===== config.mk =====
export PLATFORM = sky130hd
export DESIGN_NAME = biquad_iir_filter
export DESIGN_NICKNAME = d
export VERILOG_FILES = /design/src/hw/rtl/bqf_pkg.sv /design/src/hw/rtl/bqf_mac.sv /design/src/hw/rtl/bqf_div.sv /design/src/hw/rtl/biquad_iir_filter.sv
export SDC_FILE = /design/constraint.sdc
export NUM_CORES = 2
export LEC_CHECK = 0
export ABC_AREA = 1
export BUFFER_PORTS_ARGS = -buffer_cell sky130_fd_sc_hd__buf_4
export CAP_MARGIN = 0
export CORE_MARGIN = 4
export CORE_UTILIZATION = 40
export DETAILED_ROUTE_END_ITERATION = 16
export HOLD_SLACK_MARGIN = 0.06
export PLACE_DENSITY = 0.54
export SLEW_MARGIN = 40
export SYNTH_ARGS = -nofsm -noshare
export SYNTH_HDL_FRONTEND = slang
export SYNTH_HIERARCHICAL = 1
export SYNTH_SLANG_ARGS = --single-unit

===== constraint.sdc =====
create_clock -name clk -period 15.95 [get_ports clk]
set_input_delay 2.3925 -clock clk [delete_from_list [all_inputs] [get_ports clk]]
set_output_delay 2.3925 -clock clk [all_outputs]
set_load 0.02 [all_outputs]

===== src/hw/rtl/bqf_pkg.sv =====
package bqf_pkg;

  localparam int SAMPLE_BITS = 16;
  localparam int COEF_BITS   = 24;
  localparam int PROD_BITS   = SAMPLE_BITS + COEF_BITS;
  // five products of PROD_BITS each, plus headroom
  localparam int ACC_BITS    = PROD_BITS + 3;
  // numerator 2*|acc| + |a0|, denominator 2*|a0|
  localparam int NUM_BITS    = ACC_BITS + 1;
  localparam int DEN_BITS    = COEF_BITS + 1;
  localparam int DIV_CNT_BITS = $clog2(NUM_BITS);

  localparam int CFG_IDX_BITS = 3;
  localparam int TAPS         = 5;
  localparam int TAP_BITS     = $clog2(TAPS);

  typedef logic signed [SAMPLE_BITS-1:0] sample_t;
  typedef logic signed [COEF_BITS-1:0]   coef_t;
  typedef logic signed [PROD_BITS-1:0]   prod_t;
  typedef logic signed [ACC_BITS-1:0]    acc_t;
  typedef logic [ACC_BITS-1:0]           mag_t;
  typedef logic [NUM_BITS-1:0]           num_t;
  typedef logic [DEN_BITS-1:0]           den_t;
  typedef logic [CFG_IDX_BITS-1:0]       cfg_idx_t;
  typedef logic [TAP_BITS-1:0]           tap_t;

  localparam cfg_idx_t REG_A0 = 3'd0;
  localparam cfg_idx_t REG_A1 = 3'd1;
  localparam cfg_idx_t REG_A2 = 3'd2;
  localparam cfg_idx_t REG_B0 = 3'd3;
  localparam cfg_idx_t REG_B1 = 3'd4;
  localparam cfg_idx_t REG_B2 = 3'd5;

  localparam tap_t TAP_B0 = TAP_BITS'(0);
  localparam tap_t TAP_B1 = TAP_BITS'(1);
  localparam tap_t TAP_B2 = TAP_BITS'(2);
  localparam tap_t TAP_A1 = TAP_BITS'(3);
  localparam tap_t TAP_A2 = TAP_BITS'(4);

  localparam coef_t COEF_ONE = COEF_BITS'(1 << 20);

  localparam sample_t SMAX = {1'b0, {(SAMPLE_BITS-1){1'b1}}};
  localparam sample_t SMIN = {1'b1, {(SAMPLE_BITS-1){1'b0}}};
  localparam num_t    LIM_POS = NUM_BITS'({1'b0, {(SAMPLE_BITS-1){1'b1}}});
  localparam num_t    LIM_NEG = NUM_BITS'({1'b1, {(SAMPLE_BITS-1){1'b0}}});

  typedef struct packed {
    logic clear;
    logic issue;
    logic sub;
  } mac_ctrl_t;

  typedef struct packed {
    logic busy;
    logic done;
  } div_status_t;

endpackage


===== src/hw/rtl/bqf_mac.sv =====
module bqf_mac (
  input  logic              clk,
  input  logic              rst,
  input  bqf_pkg::mac_ctrl_t ctrl,
  input  bqf_pkg::coef_t    coef,
  input  bqf_pkg::sample_t  sample,
  output bqf_pkg::acc_t     acc
);
  import bqf_pkg::*;

  prod_t prod;
  logic  prod_vld;
  logic  prod_sub;

  // product register, then accumulate from it in the next cycle
  always_ff @(posedge clk) begin
    if (rst) begin
      prod_vld <= 1'b0;
    end else if (ctrl.clear) begin
      prod_vld <= 1'b0;
    end else begin
      prod_vld <= ctrl.issue;
    end
    prod     <= coef * sample;
    prod_sub <= ctrl.sub;
  end

  always_ff @(posedge clk) begin
    if (ctrl.clear) begin
      acc <= '0;
    end else if (prod_vld) begin
      if (prod_sub) begin
        acc <= acc - ACC_BITS'(prod);
      end else begin
        acc <= acc + ACC_BITS'(prod);
      end
    end
  end

endmodule


===== src/hw/rtl/bqf_div.sv =====
module bqf_div (
  input  logic                 clk,
  input  logic                 rst,
  input  logic                 start,
  input  bqf_pkg::num_t        num,
  input  bqf_pkg::den_t        den,
  output bqf_pkg::num_t        quot,
  output bqf_pkg::div_status_t status
);
  import bqf_pkg::*;

  logic [DEN_BITS-1:0]     rem;
  den_t                    den_r;
  logic [DIV_CNT_BITS-1:0] count;
  logic                    busy;
  logic [DEN_BITS:0]       rem_sh;
  logic [DEN_BITS:0]       diff;
  logic                    fits;

  // restoring division, one quotient bit per cycle; quot shifts the
  // numerator out as the quotient bits come in
  always_comb begin
    rem_sh = {rem, quot[NUM_BITS-1]};
    diff   = rem_sh - {1'b0, den_r};
    fits   = !diff[DEN_BITS];
  end

  assign status.busy = busy;
  assign status.done = busy && (count == DIV_CNT_BITS'(NUM_BITS - 1));

  always_ff @(posedge clk) begin
    if (rst) begin
      busy <= 1'b0;
    end else if (start) begin
      busy <= 1'b1;
    end else if (status.done) begin
      busy <= 1'b0;
    end
  end

  always_ff @(posedge clk) begin
    if (start) begin
      rem   <= '0;
      den_r <= den;
      quot  <= num;
      count <= '0;
    end else if (busy) begin
      rem   <= fits ? diff[DEN_BITS-1:0] : rem_sh[DEN_BITS-1:0];
      quot  <= {quot[NUM_BITS-2:0], fits};
      count <= count + 1'b1;
    end
  end

endmodule


===== src/hw/rtl/biquad_iir_filter.sv =====
// channel   direction  handshake                 payload
// in        sink       in_valid / in_ready       sample_in
// out       source     out_valid / out_ready     sample_out, clipped, zero_divisor
// cfg       sink       cfg_wr_en                 cfg_index, cfg_wr_data
//
// a sample goes from acceptance to result through a multiply-accumulate for each
// of the five taps on the shared multiplier, drain, magnitude setup and divider
// load, the bit-serial divider, and the load of the output register; with a
// zero divisor the divider is skipped
// rst is synchronous, active high; it restores the coefficients and clears
// the history; the output register lets a new sample be taken while the
// last result waits, a finished result waits until the output is free
module biquad_iir_filter (
  input  logic                      clk,
  input  logic                      rst,
  input  logic                      in_valid,
  output logic                      in_ready,
  input  bqf_pkg::sample_t          sample_in,
  output logic                      out_valid,
  input  logic                      out_ready,
  output bqf_pkg::sample_t          sample_out,
  output logic                      clipped,
  output logic                      zero_divisor,
  input  logic                      cfg_wr_en,
  input  bqf_pkg::cfg_idx_t         cfg_index,
  input  logic [bqf_pkg::COEF_BITS-1:0] cfg_wr_data
);
  import bqf_pkg::*;

  typedef enum logic [6:0] {
    S_IDLE   = 7'b0000001,
    S_MAC    = 7'b0000010,
    S_DRAIN  = 7'b0000100,
    S_MAG    = 7'b0001000,
    S_LOAD   = 7'b0010000,
    S_DIV    = 7'b0100000,
    S_FINISH = 7'b1000000
  } state_t;

  state_t state, state_next;

  coef_t   coef_a0, coef_a1, coef_a2, coef_b0, coef_b1, coef_b2;
  sample_t prev_in_1, prev_in_2, prev_out_1, prev_out_2;
  sample_t x;
  tap_t    tap;

  mac_ctrl_t   mac_ctrl;
  coef_t       mac_coef;
  sample_t     mac_sample;
  acc_t        acc;

  mag_t        n_mag;
  logic [COEF_BITS-1:0] d_mag;
  logic        neg;
  logic        zdiv;
  logic        div_start;
  num_t        div_num;
  den_t        div_den;
  num_t        quot;
  div_status_t div_status;

  logic    accept;
  logic    finish;
  logic    clip;
  sample_t y;

  assign in_ready = (state == S_IDLE);
  assign accept   = in_valid && in_ready;
  assign finish   = (state == S_FINISH) && (!out_valid || out_ready);

  // coefficient registers
  always_ff @(posedge clk) begin
    if (rst) begin
      coef_a0 <= COEF_ONE;
      coef_a1 <= '0;
      coef_a2 <= '0;
      coef_b0 <= COEF_ONE;
      coef_b1 <= '0;
      coef_b2 <= '0;
    end else if (cfg_wr_en) begin
      unique case (cfg_index)
        REG_A0:  coef_a0 <= cfg_wr_data;
        REG_A1:  coef_a1 <= cfg_wr_data;
        REG_A2:  coef_a2 <= cfg_wr_data;
        REG_B0:  coef_b0 <= cfg_wr_data;
        REG_B1:  coef_b1 <= cfg_wr_data;
        REG_B2:  coef_b2 <= cfg_wr_data;
        default: ;
      endcase
    end
  end

  // sequencer
  always_comb begin
    state_next = state;
    unique case (state)
      S_IDLE:   if (accept) state_next = S_MAC;
      S_MAC:    if (tap == TAP_A2) state_next = S_DRAIN;
      S_DRAIN:  state_next = S_MAG;
      S_MAG:    state_next = S_LOAD;
      S_LOAD:   state_next = zdiv ? S_FINISH : S_DIV;
      S_DIV:    if (div_status.done) state_next = S_FINISH;
      S_FINISH: if (finish) state_next = S_IDLE;
      default:  state_next = S_IDLE;
    endcase
  end

  always_ff @(posedge clk) begin
    if (rst) begin
      state <= S_IDLE;
    end else begin
      state <= state_next;
    end
  end

  always_ff @(posedge clk) begin
    if (accept) begin
      x   <= sample_in;
      tap <= TAP_B0;
    end else if (state == S_MAC) begin
      tap <= tap + 1'b1;
    end
  end

  // operand select for the shared multiplier
  always_comb begin
    mac_ctrl.clear = accept;
    mac_ctrl.issue = (state == S_MAC);
    mac_ctrl.sub   = 1'b0;
    mac_coef       = coef_b0;
    mac_sample     = x;
    unique case (tap)
      TAP_B0: begin
        mac_coef   = coef_b0;
        mac_sample = x;
      end
      TAP_B1: begin
        mac_coef   = coef_b1;
        mac_sample = prev_in_1;
      end
      TAP_B2: begin
        mac_coef   = coef_b2;
        mac_sample = prev_in_2;
      end
      TAP_A1: begin
        mac_coef     = coef_a1;
        mac_sample   = prev_out_1;
        mac_ctrl.sub = 1'b1;
      end
      TAP_A2: begin
        mac_coef     = coef_a2;
        mac_sample   = prev_out_2;
        mac_ctrl.sub = 1'b1;
      end
      default: ;
    endcase
  end

  bqf_mac u_mac (
    .clk    (clk),
    .rst    (rst),
    .ctrl   (mac_ctrl),
    .coef   (mac_coef),
    .sample (mac_sample),
    .acc    (acc)
  );

  // magnitudes and sign of the quotient, then the rounding numerator
  always_ff @(posedge clk) begin
    if (state == S_MAG) begin
      n_mag <= acc[ACC_BITS-1] ? mag_t'(-acc) : mag_t'(acc);
      d_mag <= coef_a0[COEF_BITS-1] ? COEF_BITS'(-coef_a0) : COEF_BITS'(coef_a0);
      neg   <= acc[ACC_BITS-1] ^ coef_a0[COEF_BITS-1];
      zdiv  <= (coef_a0 == '0);
    end
  end

  assign div_start = (state == S_LOAD) && !zdiv;
  assign div_num   = {n_mag, 1'b0} + NUM_BITS'(d_mag);
  assign div_den   = {d_mag, 1'b0};

  bqf_div u_div (
    .clk    (clk),
    .rst    (rst),
    .start  (div_start),
    .num    (div_num),
    .den    (div_den),
    .quot   (quot),
    .status (div_status)
  );

  // saturation
  always_comb begin
    clip = 1'b0;
    y    = '0;
    if (!zdiv) begin
      if (neg) begin
        clip = quot > LIM_NEG;
        y    = clip ? SMIN : sample_t'(-quot[SAMPLE_BITS-1:0]);
      end else begin
        clip = quot > LIM_POS;
        y    = clip ? SMAX : sample_t'(quot[SAMPLE_BITS-1:0]);
      end
    end
  end

  always_ff @(posedge clk) begin
    if (rst) begin
      prev_in_1  <= '0;
      prev_in_2  <= '0;
      prev_out_1 <= '0;
      prev_out_2 <= '0;
    end else if (finish) begin
      prev_in_2  <= prev_in_1;
      prev_in_1  <= x;
      prev_out_2 <= prev_out_1;
      prev_out_1 <= y;
    end
  end

  always_ff @(posedge clk) begin
    if (rst) begin
      out_valid <= 1'b0;
    end else if (finish) begin
      out_valid <= 1'b1;
    end else if (out_ready) begin
      out_valid <= 1'b0;
    end
  end

  always_ff @(posedge clk) begin
    if (finish) begin
      sample_out   <= y;
      clipped      <= clip;
      zero_divisor <= zdiv;
    end
  end

`ifndef SYNTHESIS
  a_busy_after_accept: assert property (@(posedge clk) disable iff (rst)
    accept |=> !in_ready)
    else $error("input taken again right after a transaction");

  a_zero_divisor_out: assert property (@(posedge clk) disable iff (rst)
    (out_valid && zero_divisor) |-> (sample_out == '0 && !clipped))
    else $error("zero divisor result is not a clean zero");

  a_clip_at_rail: assert property (@(posedge clk) disable iff (rst)
    (out_valid && clipped) |-> (sample_out == SMAX || sample_out == SMIN))
    else $error("clipped result is not at a rail");

  a_div_only_when_running: assert property (@(posedge clk) disable iff (rst)
    div_status.busy |-> (state == S_DIV))
    else $error("divider running outside the divide step");
`endif

endmodule

Yosys cells after proc, flatten, opt, wreduce, memory -nomap -nowiden
Cells that the tools add are included.
{"block": "classes", "addsub": 9, "muxes": 24, "magnitude_cmp": 2, "n_eq_ne": 21, "reduce_logical": 22, "bitwise": 1, "n_mul": 1}
{"cell": "one-hot mux 24 bit (4 select lines)", "n": 1}
{"cell": "two-way mux 44 bit", "n": 2}
{"cell": "two-way mux 16 bit", "n": 4}
{"cell": "one-hot mux 16 bit (4 select lines)", "n": 1}
{"cell": "one-hot mux 7 bit (7 select lines)", "n": 1}
{"cell": "adder 44 x 24 -> 44 bit", "n": 1}
{"cell": "greater-than comparator 44 x 15 -> 1 bit (second input constant)", "n": 1}
{"cell": "greater-than comparator 44 x 16 -> 1 bit (second input constant)", "n": 1}
{"cell": "adder 43 x 40 -> 43 bit", "n": 1}
{"cell": "two-way mux 43 bit", "n": 1}
{"cell": "negator 43 bit", "n": 1}
{"cell": "subtractor 43 x 40 -> 43 bit", "n": 1}
{"cell": "two-way mux 42 bit", "n": 1}
{"cell": "multiplier 24 x 16 -> 40 bit", "n": 1}
{"cell": "two-way mux 7 bit", "n": 5}
{"cell": "subtractor 26 x 25 -> 26 bit", "n": 1}
{"cell": "two-way mux 25 bit", "n": 1}
{"cell": "zero test 24 bit", "n": 1}
{"cell": "negator 24 bit", "n": 1}
{"cell": "two-way mux 23 bit", "n": 1}
{"cell": "negator 16 bit", "n": 1}
{"cell": "equality test 3 x 2 -> 1 bit (second input constant)", "n": 4}
{"cell": "AND reduction 2 bit", "n": 6}
{"cell": "equality test 3 bit (second input constant)", "n": 3}
{"cell": "other kinds (22)", "n": 38}
{"block": "word_totals", "out_inout_bits": 20, "in_bits": 48, "register_bits": 507}

Depth between registers and ports, before layout
{"block": "logic_depth", "word_depth": 5, "ltp_mapped": 35}

Cells and area by module
The synthesis kept the hierarchy.
{"module": "bqf_mac", "area_each_um2": 21688.3, "cells_each": 3087, "n_inst": 1, "seq_area_each_um2": 1701.6}
{"module": "biquad_iir_filter", "area_each_um2": 17200.2, "cells_each": 2344, "n_inst": 1, "seq_area_each_um2": 7477.2}
{"module": "bqf_div", "area_each_um2": 6227.2, "cells_each": 875, "n_inst": 1, "seq_area_each_um2": 2712.6}

Worst setup path after synthesis
OpenSTA, ideal clock, no wires.
{"block": "synth_path", "kind": "flip-flop to flip-flop", "startpoint": "register tap[2]", "endpoint": "register u_mac.prod[38]", "path_slack_ns": 8.931, "t_arrival_ns": 6.907, "setup_time_ns": 0.113, "required_time_ns": 15.837, "synth_period_minus_slack_ns": 7.019, "stages_incl_launch_ff": 28, "path_cell_list": "dfxtp_1 -> inv_2 -> clkbuf_1 -> ha_1 -> or2_2 -> nor2_1 -> buf_2 -> nand2_1 -> nand2_1 -> clkbuf_1 -> nand2_1 -> fa_1 -> inv_1 -> fa_1 -> fa_1 -> fa_1 -> fa_1 -> inv_1 -> fa_1 -> inv_1 -> ha_1 -> a21oi_1 -> a21boi_0 -> o221ai_1 -> a21oi_1 -> nand3_1 -> nand2_1 -> nand2_1"}
{"block": "synth_via", "elab_chain_cells": 3}
{"element": "start, declared", "line": "biquad_iir_filter.sv:45", "text": "tap_t tap;"}
{"element": "start signal, assigned", "line": "biquad_iir_filter.sv:121", "text": "tap <= tap + 1'b1;"}
{"element": "equality test 3 bit, or another cell as far along", "line": "biquad_iir_filter.sv:132", "text": "unique case (tap)"}
{"element": "one-hot mux 24 bit (4 select lines) *", "line": "biquad_iir_filter.sv:132"}
{"element": "via mac_coef[23]", "line": "biquad_iir_filter.sv:48", "text": "coef_t mac_coef;"}
{"element": "multiplier 24 x 16 -> 40 bit *", "line": "bqf_mac.sv:24", "text": "prod <= coef * sample;"}
{"element": "end signal, assigned", "line": "bqf_mac.sv:24"}
{"element": "end, declared", "line": "bqf_mac.sv:11", "text": "prod_t prod;"}
Mark *: on every way through the listed nets, which the timed path passes. The rest lies on a longest branch.
A chain may end at the register's enable or synchronous reset.

Final worst setup path
{"block": "layout_path", "startpoint": "register tap[0]", "endpoint": "register u_mac.prod[38]"}
The elaborated chain is that of the path after synthesis.

==> impl_metrics.yaml <==
flow_run:
  max-cap-violations: 0
cts:
  post_cts_resized: 0
  h-tree-depth: 2
  clk_latency_ns: 0.66
  clkTransAtPathRegs_ns: 0.06
  clock_path_buffers: 3
  ctsRootBufferMaster: "clkbuf_16"
  cts_hold_buf: 0
  tritoncts: "done"
  post_cts_buffers: 0
  cts_buffers: 61
  clock_sinks: 508
worst_setup_path:
  cp-start-kind: "register"
  end_kind: "register"
  cp_common_cell: "nand2_1"
  critPathBufInv: 7
  cp.arrival_ns: 9.18
  critPathMaxFanout: 25
  worstSetupPathType: "register to register"
  critPathRequiredTime_ns: 16.50
  crit_family: "adder cells"
  cp_slowest_cell: "fa_1"
  cpPeakStageDelay_ns: 0.99
floorplanning:
  pin_count: 68
  die_height_um: 344
  start_util_pct: 40.5
  num_rows: 122
  die_w_um: 344
  core_um2: 111000
  die_area_um2: 118000
timing:
  drv_slew: 0
  setup_tns_ns: 0
  skew_ns: 0.0150
  worstMarginPinSlew_ns: 0.827
  setup-violations-final: 0
  slew_headroom_pct: 44.7
  max_freq_mhz: 116
  hold_viol: 0
  rsz0062_at_grt: "false"
  fin_crit_ns: 8.63
  period_share_pct: 54.1
global_route:
  grt_max_degree: 110
  grt_pass1_vias: 38972
  grt_pass1_wl_um: 219000
  grt_usage_pct: 23.6
  antenna_found_initial: 1
  grt.overflow.total: 0
detailed_routing:
  firstDrtPassIters: 6
  ant_nets: 0
  first_iter_violations: 2442
  avgRoutedWirePerCell_um: 17.7
  vias: 38551
  drc: 0
  routed_wirelength_um: 138000
  detail_route.vias_per_cell: 4.94
synthesis:
  syn_area_um2: 45100
  synth.avg_cell_area_um2: 7.15
  syn_inst: 6305
  yosysWarnings: 6
  synth_nets: 6928
placed_design:
  globalplace.congestion: 0.937
  portBuffers: 67
  dp_hpwl_um: 109000
min_path:
  hp-class: "register to register"
finish:
  mostFrequentLayoutCell: "nand2_1"
  drive_gt1_share_pct: 5.97
  area_delta_synth_final_pct: 8.47
  nNetsFinal: 6887
  layout_common_cells: "nand2_1 (1564), inv_1 (1264), nor2_1 (732), fa_1 (377), dfxtp_1 (334)"
  utilization_pct: 44.0
run_status:
  status: "complete, no violations"
-- registers in the layout, summed over array words and instances (netlist names), 3 cells and up --
register	cells
u_div/quot	44
n_mag	43
u_mac/acc	43
u_mac/prod	40
u_div/den_r	25
u_div/rem	25
coef_a0	24
coef_a1	24
coef_a2	24
coef_b0	24
coef_b1	24
coef_b2	24
d_mag	24
prev_in_1	16
prev_in_2	16
prev_out_1	16
prev_out_2	16
sample_out	16
x	16
state	7
u_div/count	6
tap	3
-- worst paths after layout --
check	from	endpoint	slack, ns	cells past startpoint
hold reg to reg	coef_a0[0]	d_mag[0]	0.43	0
setup / recovery	tap[0]	u_mac/prod[38]	7.32	28
setup reg to reg	tap[0]	u_mac/prod[38]	7.32	28
hold / removal	coef_a0[0]	d_mag[0]	0.43	0
-- worst reg2reg max path, delay by kind of cell (launching register included) --
family                   cells  cell delay, ns
buffers and inverters        7            1.30
AND/OR/NAND/NOR              9            1.79
flip-flops                   1            0.36
AO/OA/AOI/OAI                4            0.87
adder cells (fa/ha/maj)      8            4.21
-- final cells by class --
cell class	count	area, um^2
timing repair buffer	106	820
multi-input combinational	4308	27500
inverter	1279	4810
clock inverter	24	285
antenna	1	2.50
tap	1488	1860
fill	11429	62400
sequential	508	11900
clock buffer	90	1750
-- stage by stage --
| stage | worst slack (ns) | hold WS, ns | cell area [um^2] | std cells |
|---|---|---|---|---|
| 6_report | 7.32 | 0.433 | 48900 | 7804 |
| 4_1_cts | 7.24 | 0.425 | 48900 | 7802 |
| 5_1_grt | 6.70 | 0.450 | 48900 | 7803 |
| 2_1_floorplan | 8.93 | 0.408 | 45100 | 6305 |
| 3_5_place_dp | 7.24 | 0.434 | 46900 | 7688 |
| 3_3_place_gp | 7.34 | 0.440 | 46800 | 7687 |
-- layer usage --
metal  track usage, %  vias up  share of wire [%]
met2             41.0      819                 48
met5                0        -                  0
met1             31.0    18250                 45
met3             1.85      212                3.5
met4             7.93        0                3.6
li1                 -    19270                  -
Power is left out: the tool's default activity adds up to more than one toggle a clock period on the data nets, which glitch-free logic cannot reach.
